## src/rtl/scre_pkg.sv

```systemverilog
`timescale 1ns / 1ps
// ----------------------------------------------------------------------------
// scre_pkg
// Shared types, field widths and codes of the serial command retry engine.
// ----------------------------------------------------------------------------
package scre_pkg;

	localparam int QUEUE_DEPTH_DEF = 16;
	localparam int FRAME_BYTES     = 12;
	localparam int FRAME_W         = FRAME_BYTES * 8;
	localparam int BODY_BYTES      = FRAME_BYTES - 1;
	localparam int BODY_W          = BODY_BYTES * 8;
	localparam int CFG_W           = 16;

	localparam logic [15:0] RETRY_WAIT_RST  = 16'd100;
	localparam logic [3:0]  RETRY_LIMIT_RST = 4'd5;

	// input opcodes
	localparam logic [1:0] OPC_QUEUE = 2'd0;
	localparam logic [1:0] OPC_REPLY = 2'd1;
	localparam logic [1:0] OPC_TICK  = 2'd2;

	// configuration register indexes
	localparam logic CFG_RETRY_WAIT  = 1'b0;
	localparam logic CFG_RETRY_LIMIT = 1'b1;

	// result status codes
	localparam logic [3:0] ST_QUEUED      = 4'd0;
	localparam logic [3:0] ST_FULL        = 4'd1;
	localparam logic [3:0] ST_ACCEPTED    = 4'd2;
	localparam logic [3:0] ST_UNSOLICITED = 4'd3;
	localparam logic [3:0] ST_BAD_CSUM    = 4'd4;
	localparam logic [3:0] ST_REJECTED    = 4'd5;
	localparam logic [3:0] ST_ABORTED     = 4'd6;
	localparam logic [3:0] ST_BAD_ID      = 4'd7;
	localparam logic [3:0] ST_BAD_SEQ     = 4'd8;
	localparam logic [3:0] ST_TICK        = 4'd9;

	localparam logic [7:0] PAD_BYTE    = 8'hff;
	localparam logic [7:0] REJECT_MASK = 8'hf0;
	localparam logic [3:0] MAX_LEN     = 4'd11;

	typedef struct packed {
		logic [1:0]  opcode;
		logic [63:0] frame_low;
		logic [31:0] frame_high;
		logic [3:0]  cmd_length;
	} in_item_t;

	typedef struct packed {
		logic [3:0]  status;
		logic [3:0]  reject_reason;
		logic        tx_valid;
		logic [63:0] tx_frame_low;
		logic [31:0] tx_frame_high;
		logic        reply_accepted;
	} out_item_t;

	typedef enum logic [1:0] {
		KIND_CMD   = 2'd0,
		KIND_REPLY = 2'd1,
		KIND_TICK  = 2'd2,
		KIND_NOP   = 2'd3
	} kind_t;

	// classified item handed from front to back
	typedef struct packed {
		kind_t             kind;
		logic [BODY_W-1:0] body;    // bytes 0..10; command has byte 1 zeroed
		logic [7:0]        sum;     // command: sum of all body bytes but byte 1
		logic              csum_ok; // reply: byte 11 matches sum of bytes 0..10
	} fe_item_t;

endpackage

```

## src/rtl/scre_front.sv

```systemverilog
`timescale 1ns / 1ps
// ----------------------------------------------------------------------------
// scre_front
// Accepts input items, pads and pre-sums commands, checks reply checksums,
// and holds classified items in a two-entry queue for the back end.
// ----------------------------------------------------------------------------
module scre_front (
	input  logic               clk,
	input  logic               arst_n,
	input  logic               push,
	output logic               full,
	input  scre_pkg::in_item_t item,
	output logic               fe_valid,
	input  logic               fe_pop,
	output scre_pkg::fe_item_t fe_item
);

	scre_pkg::fe_item_t cls;
	scre_pkg::fe_item_t slot_q [2];
	logic               wr_ptr_q;
	logic               rd_ptr_q;
	logic [1:0]         cnt_q;
	logic               do_push;
	logic               do_pop;

	always_comb begin
		logic [7:0] in_b [scre_pkg::FRAME_BYTES];
		logic [7:0] b;
		logic [3:0] len_c;
		logic [7:0] psum;
		logic [7:0] rsum;
		for (int i = 0; i < 8; i++) begin
			in_b[i] = item.frame_low[8*i +: 8];
		end
		for (int i = 0; i < 4; i++) begin
			in_b[8 + i] = item.frame_high[8*i +: 8];
		end
		len_c = (item.cmd_length > scre_pkg::MAX_LEN) ? scre_pkg::MAX_LEN : item.cmd_length;
		psum  = '0;
		rsum  = '0;
		cls   = '0;
		unique case (item.opcode)
			scre_pkg::OPC_QUEUE: cls.kind = scre_pkg::KIND_CMD;
			scre_pkg::OPC_REPLY: cls.kind = scre_pkg::KIND_REPLY;
			scre_pkg::OPC_TICK:  cls.kind = scre_pkg::KIND_TICK;
			default:             cls.kind = scre_pkg::KIND_NOP;
		endcase
		for (int i = 0; i < scre_pkg::BODY_BYTES; i++) begin
			rsum = rsum + in_b[i];
			if (cls.kind == scre_pkg::KIND_CMD) begin
				b = (4'(i) < len_c) ? in_b[i] : scre_pkg::PAD_BYTE;
				if (i == 1) begin
					b = '0;
				end
				psum = psum + b;
			end else begin
				b = in_b[i];
			end
			cls.body[8*i +: 8] = b;
		end
		cls.sum     = psum;
		cls.csum_ok = (in_b[scre_pkg::BODY_BYTES] == rsum);
	end

	assign full     = cnt_q[1];
	assign fe_valid = (cnt_q != 2'd0);
	assign fe_item  = slot_q[rd_ptr_q];
	assign do_push  = push && !full;
	assign do_pop   = fe_pop && fe_valid;

	always_ff @(posedge clk) begin
		if (do_push) begin
			slot_q[wr_ptr_q] <= cls;
		end
	end

	always_ff @(posedge clk or negedge arst_n) begin
		if (!arst_n) begin
			wr_ptr_q <= 1'b0;
			rd_ptr_q <= 1'b0;
			cnt_q    <= 2'd0;
		end else begin
			if (do_push) begin
				wr_ptr_q <= !wr_ptr_q;
			end
			if (do_pop) begin
				rd_ptr_q <= !rd_ptr_q;
			end
			cnt_q <= cnt_q + 2'(do_push) - 2'(do_pop);
		end
	end

endmodule

```

## src/rtl/scre_back.sv

```systemverilog
`timescale 1ns / 1ps
// ----------------------------------------------------------------------------
// scre_back
// Command queue memory, retry and wait state, reply checks and the result
// register. Works one classified item at a time.
// ----------------------------------------------------------------------------
module scre_back #(
	parameter int QUEUE_DEPTH = scre_pkg::QUEUE_DEPTH_DEF
) (
	input  logic                   clk,
	input  logic                   arst_n,
	input  logic                   fe_valid,
	output logic                   fe_pop,
	input  scre_pkg::fe_item_t     fe_item,
	input  logic                   cfg_we,
	input  logic                   cfg_index,
	input  logic [scre_pkg::CFG_W-1:0] cfg_data,
	output logic                   empty,
	input  logic                   pop,
	output scre_pkg::out_item_t    result
);

	localparam int AW = (QUEUE_DEPTH > 1) ? $clog2(QUEUE_DEPTH) : 1;
	localparam int CW = $clog2(QUEUE_DEPTH + 1);
	localparam logic [CW-1:0] DEPTH_C = CW'(QUEUE_DEPTH);
	localparam logic [AW-1:0] LAST_C  = AW'(QUEUE_DEPTH - 1);

	typedef enum logic [3:0] {
		S_IDLE = 4'b0001,
		S_EXEC = 4'b0010,
		S_READ = 4'b0100,
		S_DONE = 4'b1000
	} state_t;

	state_t                       state_q;
	scre_pkg::fe_item_t           item_q;
	logic [scre_pkg::FRAME_W-1:0] mem [QUEUE_DEPTH];
	logic [scre_pkg::FRAME_W-1:0] head_q;
	logic [AW-1:0]                rd_ptr_q, wr_ptr_q, rd_ptr_n, wr_ptr_n;
	logic [CW-1:0]                cnt_q, cnt_n;
	logic [7:0]                   seq_q, seq_n;
	logic [3:0]                   retry_q, retry_n;
	logic                         waiting_q, waiting_n;
	logic [15:0]                  wait_cnt_q, wait_cnt_n;
	logic [15:0]                  cfg_wait_q;
	logic [3:0]                   cfg_limit_q;
	logic                         mem_we;
	logic [scre_pkg::FRAME_W-1:0] mem_wdata;
	logic [3:0]                   status_n, status_q;
	logic [3:0]                   reason_n, reason_q;
	logic                         acc_n, acc_q;
	logic                         send_n, send_q;
	logic                         out_valid_q;
	scre_pkg::out_item_t          out_q;
	logic                         out_load;

	function automatic logic [AW-1:0] ptr_inc(input logic [AW-1:0] p);
		return (p == LAST_C) ? '0 : p + AW'(1);
	endfunction

	always_comb begin
		logic [7:0] r0;
		logic [7:0] seq_inc;
		logic       drop;
		r0         = item_q.body[7:0];
		seq_inc    = seq_q + 8'd1;
		drop       = 1'b0;
		rd_ptr_n   = rd_ptr_q;
		wr_ptr_n   = wr_ptr_q;
		cnt_n      = cnt_q;
		seq_n      = seq_q;
		retry_n    = retry_q;
		waiting_n  = waiting_q;
		wait_cnt_n = wait_cnt_q;
		mem_we     = 1'b0;
		mem_wdata  = {item_q.sum + seq_inc, item_q.body[scre_pkg::BODY_W-1:16],
			seq_inc, item_q.body[7:0]};
		status_n   = scre_pkg::ST_TICK;
		reason_n   = '0;
		acc_n      = 1'b0;
		send_n     = 1'b0;
		unique case (item_q.kind)
			scre_pkg::KIND_CMD: begin
				if (cnt_q == DEPTH_C) begin
					status_n = scre_pkg::ST_FULL;
				end else begin
					seq_n    = seq_inc;
					mem_we   = 1'b1;
					wr_ptr_n = ptr_inc(wr_ptr_q);
					cnt_n    = cnt_q + CW'(1);
					status_n = scre_pkg::ST_QUEUED;
					send_n   = (cnt_q == '0) && !waiting_q;
				end
			end
			scre_pkg::KIND_REPLY: begin
				priority if (cnt_q == '0) begin
					status_n = scre_pkg::ST_UNSOLICITED;
				end else if (!item_q.csum_ok) begin
					drop     = 1'b1;
					status_n = scre_pkg::ST_BAD_CSUM;
				end else if ((r0 & scre_pkg::REJECT_MASK) == scre_pkg::REJECT_MASK) begin
					reason_n = r0[3:0];
					priority if (waiting_q) begin
						status_n = scre_pkg::ST_REJECTED;
					end else if ({1'b0, retry_q} + 5'd1 > {1'b0, cfg_limit_q}) begin
						drop     = 1'b1;
						status_n = scre_pkg::ST_ABORTED;
					end else begin
						retry_n    = retry_q + 4'd1;
						waiting_n  = 1'b1;
						wait_cnt_n = cfg_wait_q;
						status_n   = scre_pkg::ST_REJECTED;
					end
				end else begin
					drop = 1'b1;
					priority if (r0 != head_q[7:0]) begin
						status_n = scre_pkg::ST_BAD_ID;
					end else if (item_q.body[15:8] != head_q[15:8]) begin
						status_n = scre_pkg::ST_BAD_SEQ;
					end else begin
						status_n = scre_pkg::ST_ACCEPTED;
						acc_n    = 1'b1;
					end
				end
				if (drop) begin
					rd_ptr_n = ptr_inc(rd_ptr_q);
					cnt_n    = cnt_q - CW'(1);
					retry_n  = '0;
				end
				send_n = (cnt_n != '0) && !waiting_n;
			end
			scre_pkg::KIND_TICK: begin
				if (waiting_q) begin
					if (wait_cnt_q <= 16'd1) begin
						wait_cnt_n = '0;
						waiting_n  = 1'b0;
						send_n     = (cnt_q != '0);
					end else begin
						wait_cnt_n = wait_cnt_q - 16'd1;
					end
				end
			end
			default: begin
			end
		endcase
	end

	// head is re-read every cycle; the S_READ step after an update lets it settle
	always_ff @(posedge clk) begin
		if (state_q == S_EXEC && mem_we) begin
			mem[wr_ptr_q] <= mem_wdata;
		end
		head_q <= mem[rd_ptr_q];
		if (fe_pop) begin
			item_q <= fe_item;
		end
		if (state_q == S_EXEC) begin
			status_q <= status_n;
			reason_q <= reason_n;
			acc_q    <= acc_n;
			send_q   <= send_n;
		end
		if (out_load) begin
			out_q.status         <= status_q;
			out_q.reject_reason  <= reason_q;
			out_q.tx_valid       <= send_q;
			out_q.tx_frame_low   <= send_q ? head_q[63:0] : '0;
			out_q.tx_frame_high  <= send_q ? head_q[95:64] : '0;
			out_q.reply_accepted <= acc_q;
		end
	end

	assign fe_pop   = (state_q == S_IDLE) && fe_valid;
	assign out_load = (state_q == S_DONE) && (!out_valid_q || pop);
	assign empty    = !out_valid_q;
	assign result   = out_q;

	always_ff @(posedge clk or negedge arst_n) begin
		if (!arst_n) begin
			state_q     <= S_IDLE;
			rd_ptr_q    <= '0;
			wr_ptr_q    <= '0;
			cnt_q       <= '0;
			seq_q       <= '0;
			retry_q     <= '0;
			waiting_q   <= 1'b0;
			wait_cnt_q  <= '0;
			cfg_wait_q  <= scre_pkg::RETRY_WAIT_RST;
			cfg_limit_q <= scre_pkg::RETRY_LIMIT_RST;
			out_valid_q <= 1'b0;
		end else begin
			if (cfg_we) begin
				unique case (cfg_index)
					scre_pkg::CFG_RETRY_WAIT:  cfg_wait_q  <= cfg_data;
					scre_pkg::CFG_RETRY_LIMIT: cfg_limit_q <= cfg_data[3:0];
					default: begin
					end
				endcase
			end
			if (out_load) begin
				out_valid_q <= 1'b1;
			end else if (pop) begin
				out_valid_q <= 1'b0;
			end
			unique case (state_q)
				S_IDLE: begin
					if (fe_valid) begin
						state_q <= S_EXEC;
					end
				end
				S_EXEC: begin
					rd_ptr_q   <= rd_ptr_n;
					wr_ptr_q   <= wr_ptr_n;
					cnt_q      <= cnt_n;
					seq_q      <= seq_n;
					retry_q    <= retry_n;
					waiting_q  <= waiting_n;
					wait_cnt_q <= wait_cnt_n;
					state_q    <= S_READ;
				end
				S_READ: state_q <= S_DONE;
				S_DONE: begin
					if (out_load) begin
						state_q <= S_IDLE;
					end
				end
				default: state_q <= S_IDLE;
			endcase
		end
	end

endmodule

```

## src/rtl/serial_command_retry_engine_top.sv

```systemverilog
`timescale 1ns / 1ps
// ----------------------------------------------------------------------------
// serial_command_retry_engine_top
// Host side of a 12-byte request/reply link with reject recovery.
// ----------------------------------------------------------------------------
// Items enter as a queue: an item is taken on a clock edge with push high and
// full low. Each item is a command to queue, a reply frame, or a time tick.
// Every item gives exactly one result, shown on result while empty is low and
// taken on an edge with pop high. A result may carry a frame to send.
// The front stage takes an item each cycle, while full is low, into a two-entry
// queue. The back stage works through four steps per item: pick up, execute
// against the retry and wait state, the command memory read of the new head,
// then load the result register. It takes a new item only after the result
// of the last one is loaded.
// While a result is not popped, the back stage holds in its last step and the
// front queue fills, then full goes high. Reset clears the queues, pointers,
// counters and wait state, and loads the retry wait (100 ticks) and retry
// limit (5). The command memory has no reset. Configuration writes through
// cfg_we, cfg_index and cfg_data take effect at once and belong to idle time.
// ----------------------------------------------------------------------------
module serial_command_retry_engine_top #(
	parameter int QUEUE_DEPTH = scre_pkg::QUEUE_DEPTH_DEF
) (
	input  logic                        clk,
	input  logic                        arst_n,
	input  logic                        push,
	output logic                        full,
	input  scre_pkg::in_item_t          item,
	output logic                        empty,
	input  logic                        pop,
	output scre_pkg::out_item_t         result,
	input  logic                        cfg_we,
	input  logic                        cfg_index,
	input  logic [scre_pkg::CFG_W-1:0]  cfg_data
);

	logic               fe_valid;
	logic               fe_pop;
	scre_pkg::fe_item_t fe_item;

	scre_front u_front (
		.clk      (clk),
		.arst_n   (arst_n),
		.push     (push),
		.full     (full),
		.item     (item),
		.fe_valid (fe_valid),
		.fe_pop   (fe_pop),
		.fe_item  (fe_item)
	);

	scre_back #(
		.QUEUE_DEPTH (QUEUE_DEPTH)
	) u_back (
		.clk       (clk),
		.arst_n    (arst_n),
		.fe_valid  (fe_valid),
		.fe_pop    (fe_pop),
		.fe_item   (fe_item),
		.cfg_we    (cfg_we),
		.cfg_index (cfg_index),
		.cfg_data  (cfg_data),
		.empty     (empty),
		.pop       (pop),
		.result    (result)
	);

endmodule

```

## config.mk

```make
export PLATFORM = sky130hd
export DESIGN_NAME = serial_command_retry_engine_top
export DESIGN_NICKNAME = d
export VERILOG_FILES = /design/src/rtl/scre_pkg.sv /design/src/rtl/scre_front.sv /design/src/rtl/scre_back.sv /design/src/rtl/serial_command_retry_engine_top.sv
export SDC_FILE = /design/constraint.sdc
export NUM_CORES = 2
export LEC_CHECK = 0
export BUFFER_PORTS_ARGS = -buffer_cell sky130_fd_sc_hd__clkbuf_2
export CORE_MARGIN = 10
export CORE_UTILIZATION = 60
export DETAILED_ROUTE_END_ITERATION = 10
export HOLD_SLACK_MARGIN = 0.03
export PLACE_DENSITY = 0.77
export SYNTH_ARGS = -nofsm -noshare
export SYNTH_HDL_FRONTEND = slang
export SYNTH_SLANG_ARGS = --single-unit
```

## constraint.sdc

```tcl
create_clock -name clk -period 15.2 [get_ports clk]
set_clock_uncertainty 0.15 [all_clocks]
set_input_delay 3.04 -clock clk [delete_from_list [all_inputs] [get_ports clk]]
set_output_delay 3.04 -clock clk [all_outputs]
set_load 0.01 [all_outputs]
```

=== Yosys cells after proc, flatten, opt, wreduce, memory -nomap -nowiden ===
Memory sizes are Yosys's and may differ from the RTL's. A register that Yosys moved wholly into a read port is not among the register bits.
Cells that the tools add are included.

* Reductions and logical operators: 37
* Multiplexer cells: 95
* Div/mod/pow operators: 0
* $lt $le $gt $ge: 13
* $mul: 0
* Shifts and indexed selects: 0
* Add/sub/neg operators: 31
* Bitwise gates (word level): 5
* Equal/unequal tests: 27

{| class="wikitable"
|+ Operators by type and width
! kind !! count
|-
| $mux 8 || 33
|-
| $add 8x8->8 || 21
|-
| $mux 16 || 7
|-
| $mux 4 || 17
|-
| $pmux 16 s2 || 1
|-
| $mux 1 || 27
|-
| $eq 4x4->1 const B || 4
|-
| $le 16x1->1 const B || 1
|-
| $lt 3x4->1 const A || 4
|-
| $ne 8x8->1 || 2
|-
| $pmux 4 s4 || 1
|-
| $sub 16x1->16 const B || 1
|-
| $mux 5 || 3
|-
| $ne 2x2->1 const B || 7
|-
| $add 4x1->4 const B || 3
|-
| $lt 4x4->1 const A || 3
|-
| $reduce_bool 2->1 || 6
|-
| $ne 2x1->1 const B || 5
|-
| $pmux 5 s2 || 1
|-
| $reduce_bool 5->1 || 2
|-
| $reduce_and 3->1 || 3
|-
| $add 8x1->8 const B || 1
|-
| $eq 8x8->1 || 1
|-
| $lt 2x4->1 const A || 2
|-
| other kinds (30) || 52
|}

* Input port bits: 124
* Output and inout bits: 108
* Latch bits: 0
* RAM bits: 1734
* Register bits after elaboration: 187
* Bits in read-only memories: 0
* Memories kept: 2

{| class="wikitable"
|+ Memory list
! memory !! words !! width !! rd ports !! clocked after Yosys merged registers in !! write ports !! RTL line !! RTL
|-
| u_back.mem || 16 || 96 || 1 || 1 || 1 || scre_back.sv:37 || <nowiki>logic [scre_pkg::FRAME_W-1:0] mem [QUEUE_DEPTH];</nowiki>
|-
| u_front.slot_q || 2 || 99 || 1 || 1 || 1 || scre_front.sv:19 || <nowiki>scre_pkg::fe_item_t slot_q [2];</nowiki>
|}

=== Depth between registers and ports, before layout ===
* Depth after elaboration: 25
* Mapped depth: 48
* Mapped depth without buffers: 47

=== Hierarchy ===
Synthesis repeated with hierarchy kept, for this count alone.

* Cells, all modules: 4821
* Area total of the unflattened synthesis: 84917.7 um^2

{| class="wikitable"
|+ By module, submodules not included
! module !! area an instance (um^2) !! instances !! cells an instance !! sequential area each (um^2)
|-
| scre_back || 71930.2 || 1 || 3771 || 56186.4
|-
| scre_front || 12987.5 || 1 || 1050 || 6045.8
|}

=== Worst setup path before layout ===
No wires, ideal clock.

* Path kind: register to register
* Start point: register u_back.state_q[3]
* End point: register u_front.cnt_q[1]
* Arrival time: 12094 ps
* Path slack: 2876 ps
* Data required time: 14970 ps
* Cell stages (with the launch flop): 8
* Setup time: 80 ps
* Path through: dfrtp_1 nor2_1 nor4bb_1 ha_1 inv_1 ha_1 xnor2_1 xnor2_1

* Word-level cells in the longest chain between the ends: 4

{| class="wikitable"
|+ RTL lines
! what !! RTL line !! RTL
|-
| start: declaration || scre_back.sv:35 || <nowiki>state_t state_q;</nowiki>
|-
| start signal: assignment || scre_back.sv:180 || <nowiki>state_q <= S_IDLE;</nowiki>
|-
| start signal: assignment || scre_back.sv:208 || <nowiki>state_q <= S_EXEC;</nowiki>
|-
| start signal: assignment || scre_back.sv:219 || <nowiki>state_q <= S_READ;</nowiki>
|-
| $eq 4x1->1 || scre_back.sv:173 || <nowiki>assign fe_pop = (state_q == S_IDLE) && fe_valid;</nowiki>
|-
| $logic_and 1x1->1 || scre_back.sv:173 ||
|-
| via fe_pop || serial_command_retry_engine_top.sv:38 || <nowiki>logic fe_pop;</nowiki>
|-
| $logic_and 1x1->1 || scre_front.sv:69 || <nowiki>assign do_pop = fe_pop && fe_valid;</nowiki>
|-
| $sub 2x1->2 || scre_front.sv:89 || <nowiki>cnt_q <= cnt_q + 2'(do_push) - 2'(do_pop);</nowiki>
|-
| end signal: assignment || scre_front.sv:89 ||
|-
| end: declaration || scre_front.sv:22 || <nowiki>logic [1:0] cnt_q;</nowiki>
|}

The timed path passes the listed nets, and every way through them passes these cells.
A chain may end at the register's enable or synchronous reset.

==> reports/metrics.cfg <==
[cells_and_area]
fill_cells=8882
design_area_sq_mm=0.09505
final_cells=7149
nets=5389
drive_gt1_share_pct=21.91
syn_to_final_growth_pct=12.06
fin_util_pct=67.87

[clock_network]
post_cts_buffers=0
clk_pin_slew_worst_paths_ns=0.06
clkLatencyLatePin_ns=0.83
cts_tree=built
root_buffer=clkbuf_16
cts_resized=0
cts_buffers=198
cts_max_level=4
ctsHoldBuffers=0
cts.path.max_buffers=3
clock_sink_count=2116

[synthesis]
synth_area_leaders=edfxtp_1 (69%), mux4_2 (5.1%), mux2i_1 (3.4%)
synthDistinctLibCells=68
ys.flop_type=edfxtp_1
synth_top_area_share_pct=69.00
synthArstFlopShare_pct=3.355
synth.largest_area_cell=edfxtp_1
syn_inst=4801
syn_avg_cell_area_sq_um=17.67
synth.ff_latch_count=2116
syn_nets=5093
synth_edf_count=1949
synth_area_sq_mm=0.08482
synth-seq-area-share_pct=73.37
yosys_warnings=0

[die]
die_area_sq_mm=0.1568
die_w_microns=396.0
die_h_microns=396.0
io_pins=232
design.core.area_sq_mm=0.1400
start_util_pct=60.57
placementRows=137

[pwr]
p_leak_nw=32.72
peakVddDrop_mv=0.3233
power_density_mw_per_mm2=179.4

[sta]
tns_ns=0
fmax_ghz=0.08218
fin_crit_sh_pct=80.06
period_needed_ns=12.17
holdWs_ns=0.2699
setup_viol=0
rsz0062_at_grt=no
worstMarginPinSlew_ns=1.435
relSlewSlack_pct=4.007
finalHoldViolCount=0
slew_violations=0

[placement]
gp_congestion=0.9244
dp.cells=6773
dp_hpwl_microns=116200
placed_area_sq_mm=0.08831
portBuffers=231

[route]
drc_errors=0
drtIter0Drc=5057
first_pass_iters=6
ant_nets=0
vias_per_cell=6.324
wirelength_microns=204100
vias=45210
routedWlPerCell_microns=28.54

[setup_path]
cp-end-kind=register
max_stage_delay_ns=0.55
cp-start-kind=input pin
arrival_ns=12.66
critical_path_class=in -> reg
critPathSlowestCell=fa_1
worstPathRequired_ns=15.69
cp_max_fo=33

[grt]
gr-total-overflow=0
grt_usage_pct=25.72
grt_pass1_wl_microns=299700
grt_antenna_before_repair=13
grt_pass1_vias=45820
grt_max_degree=116

[flow_run]
drv_cap=0

[run_status]
status=complete, no violations

[worst_hold_path]
hold_path_class=reg -> reg

==> worst max-delay path: cells and delay by family <==
family | cells | cell delay (ns)
XOR/XNOR | 6 | 1.17
AND/OR/NAND/NOR | 15 | 2.73
adder cells (fa/ha/maj) | 10 | 4.00
buffers and inverters | 3 | 0.61
AO/OA/AOI/OAI | 6 | 1.09
==> cell type report <==
type                    instances  area (sq um)  share of cell area, %
flip-flops and latches       2116         62250                  65.49
clock inverters                95          1157                  1.218
well taps                    1876          2347                  2.469
inverters                      98         367.9                 0.3870
multi-input cells            2373         21550                  22.67
diodes                          2         5.005               0.005265
clock buffers                 279          5574                  5.864
repair buffers                310          1802                  1.896
==> report_power, final <==
group | internal (mW) | total, mW | leakage, nW | switching [mW]
combinational | 1.58 | 3.64 | 10.1 | 2.06
sequential | 7.65 | 8.35 | 19.3 | 0.700
clock | 2.97 | 5.06 | 3.28 | 2.09
==> cell usage in the layout, fill, tap and decap left out, types with 25 or more instances in the layout <==
master,instances
nand3_1,26
mux2i_1,289
dfxtp_1,96
xnor2_1,94
a21oi_1,143
nor3_1,25
ha_1,101
clkinv_2,30
mux2_2,216
inv_1,97
dfrtp_1,60
nand2_1,168
buf_4,76
clkbuf_16,202
a221oi_1,97
fa_1,67
xor2_1,31
nor2_1,99
a21o_1,33
a22oi_1,99
clkbuf_2,230
o21ai_0,252
and2_1,133
mux4_2,192
or2_2,95
edfxtp_1,1949
clkbuf_1,54
nand2b_1,59
==> through the flow <==
stage / total power [mW] / worst slack, ns
2_1_floorplan: 10.85 / 2.876
3_3_place_gp: 11.93 / 2.309
3_5_place_dp: 12.05 / 2.272
4_1_cts: 17.09 / 3.054
5_1_grt: 17.70 / 2.387
6_report: 17.05 / 3.031
==> routing by layer <==
layer	vias up	GRT usage, %	routed length, microns
met1	23050	36.21	81060
met2	2526	40.24	96660
li1	19310	-	-
met4	4	7.002	4714
met5	-	0	34
met3	320	6.540	21590
==> flip-flops by register name, summed over array words and instances (netlist names), 5 cells and up <==
name               cells
u_back.seq_q           8
u_front.slot_q       198
u_back.wait_cnt_q     16
u_back.cfg_wait_q     16
u_back.mem          1536
u_back.head_q         96
u_back.cnt_q           5
u_back.item_q         99
u_back.result        106
==> synthesized netlist by cell type, types with 7 or more instances <==
library cell / n
a22o_1: 15
nor2b_1: 13
a21o_1: 33
edfxtp_1: 1949
or2_2: 95
xnor2_1: 94
a221oi_1: 97
a211oi_1: 7
a21oi_1: 143
buf_1: 25
nand3_1: 26
fa_1: 67
nor3_1: 29
nor2_1: 113
dfxtp_1: 96
nand2b_1: 60
mux4_2: 192
and2_1: 135
a22oi_1: 99
nand2_1: 169
buf_2: 34
dfrtp_1: 65
o21ai_0: 252
mux2i_1: 289
mux2_2: 216
clkbuf_1: 155
ha_1: 101
o21bai_1: 9
xor2_1: 31
inv_1: 97
o2bb2ai_1: 7
==> final timing paths <==
| path | startpoint | endpoint | slack [ns] | cells past startpoint |
|---|---|---|---|---|
| worst min-delay path | u_back.reason_q[0]$_SDFFCE_PP0P_ | u_back.result[98]$_DFFE_PP_ | 0.27 | 0 |
| worst min register to register | u_back.reason_q[0]$_SDFFCE_PP0P_ | u_back.result[98]$_DFFE_PP_ | 0.27 | 0 |
| worst max-delay path | item[3] | u_front.slot_q[0][8]$_DFFE_PP_ | 3.03 | 40 |
| worst max register to register | u_back.state_q[1]$_DFFE_PN0P_ | u_back.mem[7][64]$_DFFE_PP_ | 9.65 | 8 |
| max in group asynchronous | arst_n | u_back.rd_ptr_q[2]$_DFFE_PN0P_ | 11.92 | 1 |
| min in group asynchronous | arst_n | u_back.cfg_wait_q[14]$_DFFE_PN0P_ | 2.23 | 1 |
==> logic make-up after synthesis <==
group / Yosys count / synth area share (%)
flip-flops: 2116 / 73.37
AO/OA/AOI/OAI: 702 / 5.254
buffers and inverters: 312 / 1.431
AND/OR/NAND/NOR: 679 / 4.155
adder cells (fa/ha/maj): 168 / 3.071
multiplexers: 697 / 11.38
XOR/XNOR: 127 / 1.344
(Power assumes the default switching activity.)
